<file path="src/rtl/core/mtsed_pkg.sv">
// Shared types and constants for the multitouch slot event decoder.
// No dependencies; imported by the decoder core and its port checker.
`timescale 1ns / 1ps
`default_nettype none

package mtsed_pkg;

    // Slot table geometry
    localparam int NUM_SLOTS  = 5;
    localparam int SLOT_IDX_W = (NUM_SLOTS > 1) ? $clog2(NUM_SLOTS) : 1;
    localparam int FINGER_W   = 4;

    // Field widths
    localparam int TYPE_W  = 16;
    localparam int CODE_W  = 16;
    localparam int VALUE_W = 32;
    localparam int POS_W   = 12;
    localparam int SIZE_W  = 13;

    localparam int S_TDATA_W = 48;   // code, value
    localparam int S_TUSER_W = 16;   // event type
    localparam int M_TDATA_W = 32;   // x, y, finger, zero fill
    localparam int M_TUSER_W = 2;    // touch status

    localparam int CFG_IDX_W  = 2;
    localparam int CFG_DATA_W = 13;

    // Event types and codes
    localparam logic [TYPE_W-1:0] TYPE_SYN    = 16'h0000;
    localparam logic [TYPE_W-1:0] TYPE_ABS    = 16'h0003;
    localparam logic [CODE_W-1:0] CODE_REPORT = 16'h0000;
    localparam logic [CODE_W-1:0] CODE_SLOT   = 16'h002f;
    localparam logic [CODE_W-1:0] CODE_TRACK  = 16'h0039;
    localparam logic [CODE_W-1:0] CODE_X      = 16'h0035;
    localparam logic [CODE_W-1:0] CODE_Y      = 16'h0036;

    // Configuration register indexes
    localparam logic [CFG_IDX_W-1:0] CFG_SCREEN_WIDTH  = 2'd0;
    localparam logic [CFG_IDX_W-1:0] CFG_SCREEN_HEIGHT = 2'd1;

    localparam logic [SIZE_W-1:0] SCREEN_WIDTH_RST  = 13'd800;
    localparam logic [SIZE_W-1:0] SCREEN_HEIGHT_RST = 13'd480;

    typedef enum logic [1:0] {
        ST_NONE    = 2'd0,
        ST_PRESS   = 2'd1,
        ST_MOVE    = 2'd2,
        ST_RELEASE = 2'd3
    } touch_status_t;

    // Saturate a raw position to 0..4095, scale by size/4096, saturate again.
    function automatic logic [POS_W-1:0] scale_pos(
        input logic signed [VALUE_W-1:0] v,
        input logic [SIZE_W-1:0]         size
    );
        logic [POS_W-1:0]        c;
        logic [POS_W+SIZE_W-1:0] prod;
        logic [SIZE_W-1:0]       r;
        if (v[VALUE_W-1]) begin
            c = '0;
        end else if (|v[VALUE_W-2:POS_W]) begin
            c = '1;
        end else begin
            c = v[POS_W-1:0];
        end
        prod = (POS_W+SIZE_W)'(c) * (POS_W+SIZE_W)'(size);
        r    = prod[POS_W+SIZE_W-1:POS_W];
        return r[SIZE_W-1] ? '1 : r[POS_W-1:0];
    endfunction

endpackage

`default_nettype wire

</file>
<file path="src/rtl/core/multitouch_slot_event_decoder_unit.sv">
// Multitouch slot event decoder top level: slot table, scaling and stream ports.
// Depends on mtsed_pkg for types, codes and the position scaling function.
`timescale 1ns / 1ps
`default_nettype none

// Decodes multitouch type-B input events into finger reports. Every accepted
// event word gives exactly one result word, in order; touch status none
// carries all-zero coordinates and finger. A word reaches the master side
// through the input register and then the result register, and the
// block takes one event every cycle as long as the result side keeps up: the
// slot table is read, scaled and written back in the single stage between the
// two registers. Screen width and height are written through the cfg port,
// which is always ready; write them only while no event is in flight.
module multitouch_slot_event_decoder_unit
    import mtsed_pkg::*;
(
    input  wire logic                  aclk,
    input  wire logic                  aresetn,
    // event stream
    input  wire logic                  s_tvalid,
    output logic                       s_tready,
    input  wire logic [S_TDATA_W-1:0]  s_tdata,   // [15:0] event_code, [47:16] event_value
    input  wire logic [S_TUSER_W-1:0]  s_tuser,   // [15:0] event_type
    // report stream
    output logic                       m_tvalid,
    input  wire logic                  m_tready,
    output logic [M_TDATA_W-1:0]       m_tdata,   // [11:0] x_coord, [23:12] y_coord,
                                                  // [27:24] finger, [31:28] zero
    output logic [M_TUSER_W-1:0]       m_tuser,   // [1:0] touch_status
    // configuration
    input  wire logic                  cfg_valid,
    output logic                       cfg_ready,
    input  wire logic [CFG_IDX_W-1:0]  cfg_index,
    input  wire logic [CFG_DATA_W-1:0] cfg_data
);

    logic [SIZE_W-1:0] width_reg, height_reg;

    logic                      in_valid_reg;
    logic [TYPE_W-1:0]         in_type_reg;
    logic [CODE_W-1:0]         in_code_reg;
    logic signed [VALUE_W-1:0] in_value_reg;

    logic                  out_valid_reg;
    touch_status_t         out_status_reg;
    logic [POS_W-1:0]      out_x_reg, out_y_reg;
    logic [FINGER_W-1:0]   out_finger_reg;

    logic [POS_W-1:0]      slot_x_reg  [NUM_SLOTS];
    logic [POS_W-1:0]      slot_y_reg  [NUM_SLOTS];
    touch_status_t         slot_pend_reg [NUM_SLOTS];
    logic [SLOT_IDX_W-1:0] cur_slot_reg;

    logic out_free, advance;

    // decode results
    touch_status_t         res_status;
    logic                  res_emit;
    logic                  pend_wr;
    touch_status_t         pend_next;
    logic                  x_wr, y_wr, slot_wr;
    logic [POS_W-1:0]      x_next, y_next;
    logic [SLOT_IDX_W-1:0] cur_slot_next;
    logic                  is_abs, slot_ok, not_press;
    touch_status_t         cur_pend;

    assign cfg_ready = 1'b1;
    assign out_free  = !out_valid_reg || m_tready;
    assign advance   = in_valid_reg && out_free;
    assign s_tready  = !in_valid_reg || out_free;

    assign m_tvalid = out_valid_reg;
    assign m_tuser  = out_status_reg;
    assign m_tdata  = {{(M_TDATA_W-2*POS_W-FINGER_W){1'b0}},
                       out_finger_reg, out_y_reg, out_x_reg};

    always_ff @(posedge aclk) begin
        if (!aresetn) begin
            width_reg  <= SCREEN_WIDTH_RST;
            height_reg <= SCREEN_HEIGHT_RST;
        end else if (cfg_valid && cfg_ready) begin
            case (cfg_index)
                CFG_SCREEN_WIDTH:  width_reg  <= cfg_data;
                CFG_SCREEN_HEIGHT: height_reg <= cfg_data;
                default: ;
            endcase
        end
    end

    // input register
    always_ff @(posedge aclk) begin
        if (!aresetn) begin
            in_valid_reg <= 1'b0;
        end else if (s_tready) begin
            in_valid_reg <= s_tvalid;
        end
    end

    always_ff @(posedge aclk) begin
        if (s_tready && s_tvalid) begin
            in_type_reg  <= s_tuser[TYPE_W-1:0];
            in_code_reg  <= s_tdata[CODE_W-1:0];
            in_value_reg <= s_tdata[CODE_W+VALUE_W-1:CODE_W];
        end
    end

    assign is_abs    = (in_type_reg == TYPE_ABS);
    assign slot_ok   = !in_value_reg[VALUE_W-1] &&
                       (in_value_reg[VALUE_W-2:0] < (VALUE_W-1)'(NUM_SLOTS));
    assign cur_pend  = slot_pend_reg[cur_slot_reg];
    assign not_press = (cur_pend != ST_PRESS);
    assign x_next    = scale_pos(in_value_reg, width_reg);
    assign y_next    = scale_pos(in_value_reg, height_reg);
    assign cur_slot_next = in_value_reg[SLOT_IDX_W-1:0];

    always_comb begin
        res_status = ST_NONE;
        res_emit   = 1'b0;
        pend_wr    = 1'b0;
        pend_next  = ST_NONE;
        x_wr       = 1'b0;
        y_wr       = 1'b0;
        slot_wr    = 1'b0;
        if (is_abs) begin
            case (in_code_reg)
                CODE_SLOT: begin
                    if (slot_ok) begin
                        slot_wr = 1'b1;
                        if (cur_pend != ST_NONE) begin
                            res_emit   = 1'b1;
                            res_status = cur_pend;
                            pend_wr    = 1'b1;
                        end
                    end
                end
                CODE_TRACK: begin
                    pend_wr = 1'b1;
                    if (&in_value_reg) begin
                        res_emit   = 1'b1;
                        res_status = ST_RELEASE;
                    end else begin
                        pend_next = ST_PRESS;
                    end
                end
                CODE_X: begin
                    x_wr      = 1'b1;
                    pend_wr   = not_press;
                    pend_next = ST_MOVE;
                end
                CODE_Y: begin
                    y_wr      = 1'b1;
                    pend_wr   = not_press;
                    pend_next = ST_MOVE;
                end
                default: ;
            endcase
        end else if (in_type_reg == TYPE_SYN && in_code_reg == CODE_REPORT) begin
            if (cur_pend != ST_NONE) begin
                res_emit   = 1'b1;
                res_status = cur_pend;
                pend_wr    = 1'b1;
            end
        end
    end

    // slot table and current slot
    always_ff @(posedge aclk) begin
        if (!aresetn) begin
            cur_slot_reg <= '0;
            for (int i = 0; i < NUM_SLOTS; i++) begin
                slot_x_reg[i]    <= '0;
                slot_y_reg[i]    <= '0;
                slot_pend_reg[i] <= ST_NONE;
            end
        end else if (advance) begin
            if (slot_wr) begin
                cur_slot_reg <= cur_slot_next;
            end
            if (pend_wr) begin
                slot_pend_reg[cur_slot_reg] <= pend_next;
            end
            if (x_wr) begin
                slot_x_reg[cur_slot_reg] <= x_next;
            end
            if (y_wr) begin
                slot_y_reg[cur_slot_reg] <= y_next;
            end
        end
    end

    // result register
    always_ff @(posedge aclk) begin
        if (!aresetn) begin
            out_valid_reg <= 1'b0;
        end else if (out_free) begin
            out_valid_reg <= in_valid_reg;
        end
    end

    always_ff @(posedge aclk) begin
        if (advance) begin
            out_status_reg <= res_status;
            out_x_reg      <= res_emit ? slot_x_reg[cur_slot_reg] : '0;
            out_y_reg      <= res_emit ? slot_y_reg[cur_slot_reg] : '0;
            out_finger_reg <= res_emit ? FINGER_W'(cur_slot_reg) : '0;
        end
    end

endmodule

`default_nettype wire

</file>
<file path="config.mk">
export PLATFORM = sky130hd
export DESIGN_NAME = multitouch_slot_event_decoder_unit
export DESIGN_NICKNAME = d
export VERILOG_FILES = /design/src/rtl/core/mtsed_pkg.sv /design/src/rtl/core/multitouch_slot_event_decoder_unit.sv
export SDC_FILE = /design/constraint.sdc
export NUM_CORES = 1
export LEC_CHECK = 0
export ABC_AREA = 1
export BUFFER_PORTS_ARGS = -buffer_cell sky130_fd_sc_hd__buf_2
export CORE_UTILIZATION = 35
export DETAILED_ROUTE_END_ITERATION = 16
export HOLD_SLACK_MARGIN = 0.12
export PLACE_DENSITY = 0.49
export REMOVE_ABC_BUFFERS = 1
export SETUP_SLACK_MARGIN = 0.05
export SYNTH_ARGS = -nofsm -noshare
export SYNTH_HDL_FRONTEND = slang
export SYNTH_SLANG_ARGS = --single-unit
</file>
<file path="constraint.sdc">
create_clock -name aclk -period 5.6 [get_ports aclk]
set_input_delay 0.56 -clock aclk [delete_from_list [all_inputs] [get_ports aclk]]
set_output_delay 0.56 -clock aclk [all_outputs]
set_load 0.01 [all_outputs]
</file>
* Yosys cells after proc, flatten, opt, wreduce, memory -nomap -nowiden *
Memory sizes are Yosys's and may differ from the RTL's. A register that Yosys moved wholly into a read port is not among the register bits.
Index checks and enable logic that the tools add are counted.

operators by class
  $mul = 2
  order comparisons = 1
  equality and inequality tests = 7
  multiplexer cells = 52
  reductions and logical operators = 24

operators with widths
  cell                                                                            count
  12-bit 2-to-1 mux                                                               6
  16-bit by 6-bit equality test with 1-bit output (second input constant)         4
  12-bit by 13-bit multiplier with 25-bit output                                  2
  16-bit logical NOT                                                              2
  32-bit AND reduction                                                            1
  31-bit by 3-bit less-than comparator with 1-bit output (second input constant)  1
  1-bit 2-to-1 mux                                                                30
  12-bit OR reduction                                                             2
  19-bit OR reduction                                                             1
  16-bit by 2-bit equality test with 1-bit output (second input constant)         1
  3-bit 2-to-1 mux                                                                5
  2-bit 2-to-1 mux                                                                7
  2-bit case mux with 2 select lines                                              2
  2-bit AND reduction                                                             3
  1-bit logical NOT                                                               5
  1-bit logical AND                                                               4
  2-bit OR reduction                                                              2
  1-bit case mux with 3 select lines                                              1
  2-bit by 1-bit equality test with 1-bit output (second input constant)          1
  2-bit logical NOT                                                               1
  1-bit logical OR                                                                2
  2-bit by 1-bit != test with 1-bit output (second input constant)                1
  1-bit case mux with 2 select lines                                              1
  2-bit nonzero test                                                              1

word-level totals
  register bits = 101
  RAM bits = 130
  output and inout port bits = 37
  logic and storage cells = 100
  memories = 3

memories
  memory         words  width  rd ports  clocked after Yosys merged registers in  write ports  RTL line                                  RTL
  slot_x_reg     5      12     1         1                                        5            multitouch_slot_event_decoder_unit.sv:49  logic [POS_W-1:0] slot_x_reg [NUM_SLOTS];
  slot_y_reg     5      12     1         1                                        5            multitouch_slot_event_decoder_unit.sv:50  logic [POS_W-1:0] slot_y_reg [NUM_SLOTS];
  slot_pend_reg  5      2      1         1                                        5            multitouch_slot_event_decoder_unit.sv:51  touch_status_t slot_pend_reg [NUM_SLOTS];

* Logic depth before layout (Yosys ltp) *
Gate-level depths: netlist of run 1.

  depth after elaboration = 11
  depth in mapped cells = 31
  mapped depth without buffers = 30

* Least setup slack after synthesis of run 1 *
OpenSTA, ideal clock, no wires.

  kind = reg2reg
  start point = register in_value_reg[27]
  end point = memory slot_y_reg[0][1] (data pin)
  setup time = 0.250 ns
  arrival = 5.919 ns
  data required time = 5.350 ns
  slack = -0.569 ns
  stages on the path, launching flop included = 30
  buffers on the path = 2
  period minus slack after synthesis = 6.169 ns
  path through = edfxtp_1 or2_1 nor2_2 nand2_1 nor3_2 a21oi_1 inv_1 buf_2 nor2_1 fa_1 inv_1 fa_1 inv_1 fa_1 fa_1 inv_1 fa_1 inv_1 ha_1 a21oi_1 o21ai_0 a21oi_1 inv_1 a21oi_1 nand3_1 nand2_4 buf_6 nand2_2 nand2_1 inv_1

RTL lines
  element                 RTL line                                   RTL
  from (decl)             multitouch_slot_event_decoder_unit.sv:42   logic signed [VALUE_W-1:0] in_value_reg;
  from (signal assigned)  multitouch_slot_event_decoder_unit.sv:103  in_value_reg <= s_tdata[CODE_W+VALUE_W-1:CODE_W];
  to (decl)               multitouch_slot_event_decoder_unit.sv:50

==> flow_summary.yaml, run 1 <==
synthesis:
  yosys_warnings: 0
  synthCells: 2419
  synth_area_um2: 23300
  synth.avg_cell_area_um2: 9.62
  ys_ff_latch: 335
  ys_seq_area_share_pct: 41.7
  yosys.cell_types.count: 49
timing:
  rsz0062_at_grt: "yes"
  hold_ws_ns: 0.174
  max_freq_mhz: 165
  hold_viol_final: 0
  slew_violations: 0
  setup_viol: 192
  tightest_slew_ns: 1.05
  post-route-period-util_pct: 108
  slew_headroom_pct: 30.0
  fin_setup_tns_ns: -73.30
  postLayoutSetupSlackWorst_ns: -0.471
  skew_ns: 0.0198
  period_minus_slack_ns: 6.07
finish:
  antennaDiodeCount: 0
  postLayoutCoreUtil_pct: 44.9
  area_growth_pct: 26.8
  drive_gt1_share_pct: 24.8
  nets: 3218
  multi_input_area_um2: 12400
  regArea_um2: 9720
  num-fill-cells: 6227
power_and_ir_drop:
  p_per_area_nw_per_um2: 489
  p_sw_share_pct: 40.3
  static-leakage-power_nw: 13.3
  sequentialPowerShare_pct: 22.4
  power.internal_w: 0.00861
  p_comb_share_pct: 59.3
  ir_worst_vdd_mv: 0.334
  p_clk_share_pct: 18.2
  p_switching_w: 0.00582
detailed_routing:
  wl_per_cell_um: 18.5
  drt_iter0_markers: 1062
  drcViolationCount: 0
  wl_um: 68400
  routed-via-count: 17900
  drt-pass1-iter-count: 5
  viasPerCell: 4.84
  detail-route-antenna-nets: 0
floorplanning:
  fp.dieW_um: 260
  io_pins: 121
  die_area_um2: 67600
  die_h_um: 260
  core_um2: 65700
  start_util_pct: 35.4
  fp-row-count: 94
clock_network:
  numCtsBuffers: 38
  cts_max_level: 2
  cts_buffer_depth: 3
  clock_sinks: 335
  cts_hold_buf: 0
  clkSlewWorstSetupHoldPaths_ns: 0.06
  root_buffer: "clkbuf_16"
  cts_tree: "yes"
  clkLatencyLatePin_ns: 0.56
global_routing:
  grt_pass1_wl_um: 105000
  gr-total-overflow: 0
  grt.total_usage_pct: 20.3
  grt_pass1_vias: 18600
  grt_max_degree: 45
  antenna_found_initial: 1
critical_path:
  cp-end-kind: "flop"
  critPathMaxFanout: 8
  arrival_ns: 6.36
  cpPeakStageDelay_ns: 0.53
  cp_common_cell: "fa_1"
  crit_slowest_cell: "fa_1"
  cp.required_ns: 5.89
  start_kind: "flop"
  worst-setup-path-type: "flop to flop"
placement:
  routabilityCongestion: 0.874
  io_buffers: 114
  hpwl_um: 49600
  dp_slack_ns: -0.829
worst_hold_path:
  min_path_type: "input pin to flop"
outcome:
  violations: "negative setup slack"
  status: "finished with violations"
job:
  drv_cap: 0
## logic make-up after synthesis
family / Yosys count / share of synthesized area [%]
multiplexers: 1 / 0.0430
other: 2 / 0.0323
XOR/XNOR: 18 / 0.677
flip-flops: 335 / 41.7
AO/OA/AOI/OAI: 274 / 7.40
adder cells (fa/ha/maj): 336 / 25.1
buffers and inverters: 577 / 9.53
AND/OR/NAND/NOR: 876 / 15.5
## repair_timing
action                                  CTS  global route
pin swaps                                25            21
cloned                                    1             3
endpoints found under the hold margin     0             0
resized for setup                       157            95
endpoints found under the setup margin  192           192
buffers inserted                         16            11
## Yosys cell counts, drive strengths merged
library cell  count  area [um^2]
and3              1         6.26
nor4b             1         8.76
conb              2         7.51
mux2i             1         10.0
a21oi           103          515
clkbuf           46          173
nand4            21          131
and2              3         18.8
nand3b            2         15.0
o21a              3         22.5
ha              118         1480
a41oi            21          184
nand2           492         1900
edfxtp          301         9040
fa              218         4360
a221oi           23          201
or2               5         31.3
dfxtp            34          681
a31oi             7         43.8
xor2              7         61.3
o31ai             1         7.51
o32ai             3         26.3
a22o             16          140
a22oi            23          173
nor3             23          125
o21ai            63          323
buf              35          183
nand3            39          210
nor4             12         81.3
inv             496         1860
o211ai            7         52.6
xnor2            11         96.3
nor2            277         1070
a21o              2         15.0
o221ai            2         17.5
## worst max-delay path: cells and delay by family (launching register included)
family / cells / cell delay (ns)
simple gates: 9 / 0.77
fa+ha+maj: 6 / 2.75
buf+inv: 9 / 1.04
compound gates: 5 / 0.87
flops: 1 / 0.35
## final cells by class
class                   instances  area share, %
flip-flops and latches        335           32.9
well taps                     864           3.66
repair buffers                415           10.5
clock inverters                25           1.00
multi-input cells            1512           42.1
clock buffers                  45           3.42
inverters                     496           6.35
## per-stage QoR
step / instance area [um^2] / total power, W / instances
finish: 29500 / 0.0144 / 3692
global route: 29500 / 0.0154 / 3692
CTS: 28900 / 0.0137 / 3678
detailed placement: 26800 / 0.00984 / 3591
global placement: 26800 / 0.00976 / 3591
floorplan: 22900 / 0.00674 / 2342
## cell usage in the layout, fill, tap and decap left out, types with 15 or more instances in the layout
| cell type | instances |
|---|---|
| inv_1 | 455 |
| nand2_1 | 442 |
| edfxtp_1 | 301 |
| buf_4 | 271 |
| nor2_1 | 253 |
| fa_1 | 214 |
| buf_2 | 114 |
| ha_1 | 99 |
| a21oi_1 | 68 |
| o21ai_0 | 48 |
| clkbuf_16 | 41 |
| inv_2 | 36 |
| nand2_2 | 35 |
| dfxtp_1 | 34 |
| nand3_1 | 26 |
| a22oi_1 | 23 |
| a221oi_1 | 22 |
| nand4_1 | 21 |
| a41oi_1 | 21 |
| a21oi_2 | 20 |
| ha_4 | 18 |
| nor2_2 | 17 |
| a22o_1 | 16 |
| a21oi_4 | 15 |
## power by group through the flow
| stage | combinational (W) | sequential [W] | clock, W |
|---|---|---|---|
| 5_1_grt | 0.00936 | 0.00325 | 0.00277 |
| 4_1_cts | 0.00777 | 0.00324 | 0.00269 |
| 6_report | 0.00856 | 0.00324 | 0.00263 |
| 3_5_place_dp | 0.00655 | 0.00329 | 0 |
| 2_1_floorplan | 0.00344 | 0.00329 | 0 |
| 3_3_place_gp | 0.00647 | 0.00329 | 0 |
## worst paths after layout
kind	from	cells past startpoint	to	slack (ns)
setup reg to reg	in_value_reg[20]$_DFFE_PP_	29	slot_y_reg[7][7]$_DFFE_PP_	-0.47
hold / removal	s_tdata[24]	1	in_value_reg[8]$_DFFE_PP_	0.17
setup / recovery	in_value_reg[20]$_DFFE_PP_	29	slot_y_reg[7][7]$_DFFE_PP_	-0.47
hold reg to reg	m_tvalid$_SDFFE_PN0P_	2	m_tvalid$_SDFFE_PN0P_	0.51
## layer usage
metal,vias up,wire length [um],GRT usage (%)
li1,8493,-,-
met1,8809,30000,26.6
met2,462,32700,34.0
met3,108,3560,3.01
met4,0,2180,6.81
met5,-,0,0
(Power assumes the default switching activity.)
==> run 2: changes to the inputs <==
- CELL_PAD_IN_SITES_DETAIL_PLACEMENT: default -> 1
- CELL_PAD_IN_SITES_GLOBAL_PLACEMENT: default -> 2
- CTS_BUF_LIST: default -> sky130_fd_sc_hd__clkbuf_16
- PLACE_DENSITY: 0.49 -> 0.72
==> run 2 against run 1 <==
Effect of this change:
- the run still ends with negative setup slack left
- sequential cell count stayed put
- non-clock buffer count is 8 higher
- die area stayed put
- hold slack better by 0.0060 ns
- largest power group unchanged
==> flow_summary.yaml, run 2 (synthesized netlist as in run 1, its figures left out) <==
global_routing:
  grt_use_met2_pct: 39.7
  busiest_layer: "met2"
  gr-total-overflow: 0
  grt.total_usage_pct: 22.5
  antenna_found_initial: 1
  grt_pass1_vias: 20400
  grtUsageMet3_pct: 2.97
  grt_pass1_wl_um: 115000
  grt_max_degree: 65
  use_met1_pct: 27.7
power_and_ir_drop:
  ir_worst_vdd_mv: 0.351
  p_per_area_nw_per_um2: 497
  static-leakage-power_nw: 13.4
clock_network:
  root_buffer: "clkbuf_16"
  cts_hold_buf: 0
  clkSlewWorstSetupHoldPaths_ns: 0.06
  cts_tree: "yes"
  clkLatencyLatePin_ns: 0.55
  numCtsBuffers: 38
  clock_sinks: 335
  cts_max_level: 2
  cts_buffer_depth: 3
critical_path:
  cp-endpoint: "slot_y_reg[0][8]$_SDFFCE_PN0P_"
  r2r_cells: 31
  worst-setup-path-type: "flop to flop"
  crit_slowest_cell: "fa_1"
  arrival_ns: 6.47
  cp_common_cell: "fa_1"
  cp.required_ns: 5.91
  r2r-end: "slot_y_reg[0][8]$_SDFFCE_PN0P_"
  critPathMaxFanout: 8
  rrSetupSlack_ns: -0.56
  start_kind: "flop"
  r2r-start: "in_value_reg[27]$_DFFE_PP_"
  cp-end-kind: "flop"
  cpPeakStageDelay_ns: 0.53
  cp-startpoint: "in_value_reg[27]$_DFFE_PP_"
placement:
  routabilityCongestion: 0.867
  dp_slack_ns: -0.949
  place_inst: 3594
  hpwl_um: 55900
  io_buffers: 114
finish:
  num-fill-cells: 7383
  regArea_um2: 9720
  mostFrequentLayoutCells: "inv_1 (444), nand2_1 (416), edfxtp_1 (301)"
  instances_no_fill: 3700
  multi_input_area_um2: 12700
  drive_gt1_share_pct: 27.5
  layout_commonest_cell: "inv_1"
  nets: 3225
  area_growth_pct: 28.2
timing:
  rsz0062_at_grt: "yes"
  tightest_slew_ns: 1.09
  skew_ns: 0.0110
  max_freq_mhz: 162
  slew_violations: 0
  hold_viol_final: 0
  post-route-period-util_pct: 110
  hold_ws_ns: 0.180
  setup_viol: 192
  period_minus_slack_ns: 6.16
  postLayoutSetupSlackWorst_ns: -0.557
  slew_headroom_pct: 27.4
outcome:
  status: "finished with violations"
  violations: "negative setup slack"
detailed_routing:
  drt-pass1-iter-count: 5
  drcViolationCount: 0
  viasPerCell: 4.92
  wl_um: 74700
  drt_iter0_markers: 717
  detail-route-antenna-nets: 0
  wl_per_cell_um: 20.2
  routed-via-count: 18200
job:
  drv_cap: 0
floorplanning:
  io_pins: 121
  core_um2: 65700
  fp-row-count: 94
  die_h_um: 260
  start_util_pct: 35.4
  fp.dieW_um: 260
  die_area_um2: 67600
worst_hold_path:
  min_path_type: "input pin to flop"
run 2: area by class of cell:
class / count / share of cell area (%)
Sequential cell: 335 / 32.6
Antenna cell: 1 / 0.00838
Clock inverter: 31 / 0.633
Timing Repair Buffer: 423 / 10.9
Tap cell: 864 / 3.62
Clock buffer: 39 / 3.27
Multi-Input combinational cell: 1511 / 42.7
Inverter: 496 / 6.36
run 2: worst min path at each step:
| stage | from | to | cells past startpoint |
|---|---|---|---|
| finish | s_tdata[37] | in_value_reg[21]$_DFFE_PP_ | 1 |
| global route | s_tdata[37] | in_value_reg[21]$_DFFE_PP_ | 1 |
| CTS | s_tdata[37] | in_value_reg[21]$_DFFE_PP_ | 1 |
| detailed placement | m_tvalid$_SDFFE_PN0P_ | m_tvalid$_SDFFE_PN0P_ | 2 |
| global placement | m_tvalid$_SDFFE_PN0P_ | m_tvalid$_SDFFE_PN0P_ | 2 |
| floorplan | in_valid_reg$_SDFFE_PN0N_ | m_tvalid$_SDFFE_PN0P_ | 2 |
run 2: where the power goes:
group	internal, W	leakage, nW	switching (W)
clock network	0.00131	0.601	0.00103
registers	0.00320	3.11	0.0000402
logic	0.00396	9.65	0.00531
total	0.00847	13.4	0.00638
run 2: metrics by stage:
stage               util [%]  area (um^2)  power, W  TNS [ns]
global route            45.4        29900    0.0158   -146.08
detailed placement      40.9        26900   0.00979   -155.11
global placement        40.9        26900   0.00962   -125.17
finish                  45.4        29900    0.0149    -88.28
CTS                     44.2        29000    0.0136    -82.02
floorplan                  -        22900   0.00674   -139.86
run 2: per-layer routing:
metal / vias to the layer above / wire length (um)
li1: 8501 / -
met1: 9222 / 32000
met2: 339 / 37300
met3: 132 / 2750
met4: 0 / 2730
met5: - / 0
run 2: critical path: cells and delay by family, from the launching register on:
kind	cells	cell delay [ns]
flops	1	0.39
compound gates	1	0.11
buf+inv	10	0.86
fa+ha+maj	6	2.81
simple gates	14	1.74
run 2: repair_timing:
item / in CTS / in global routing
resized for setup: 184 / 177
endpoints found under the setup margin: 192 / 192
buffers inserted: 14 / 18
cloned: 2 / 2
pin swaps: 45 / 29
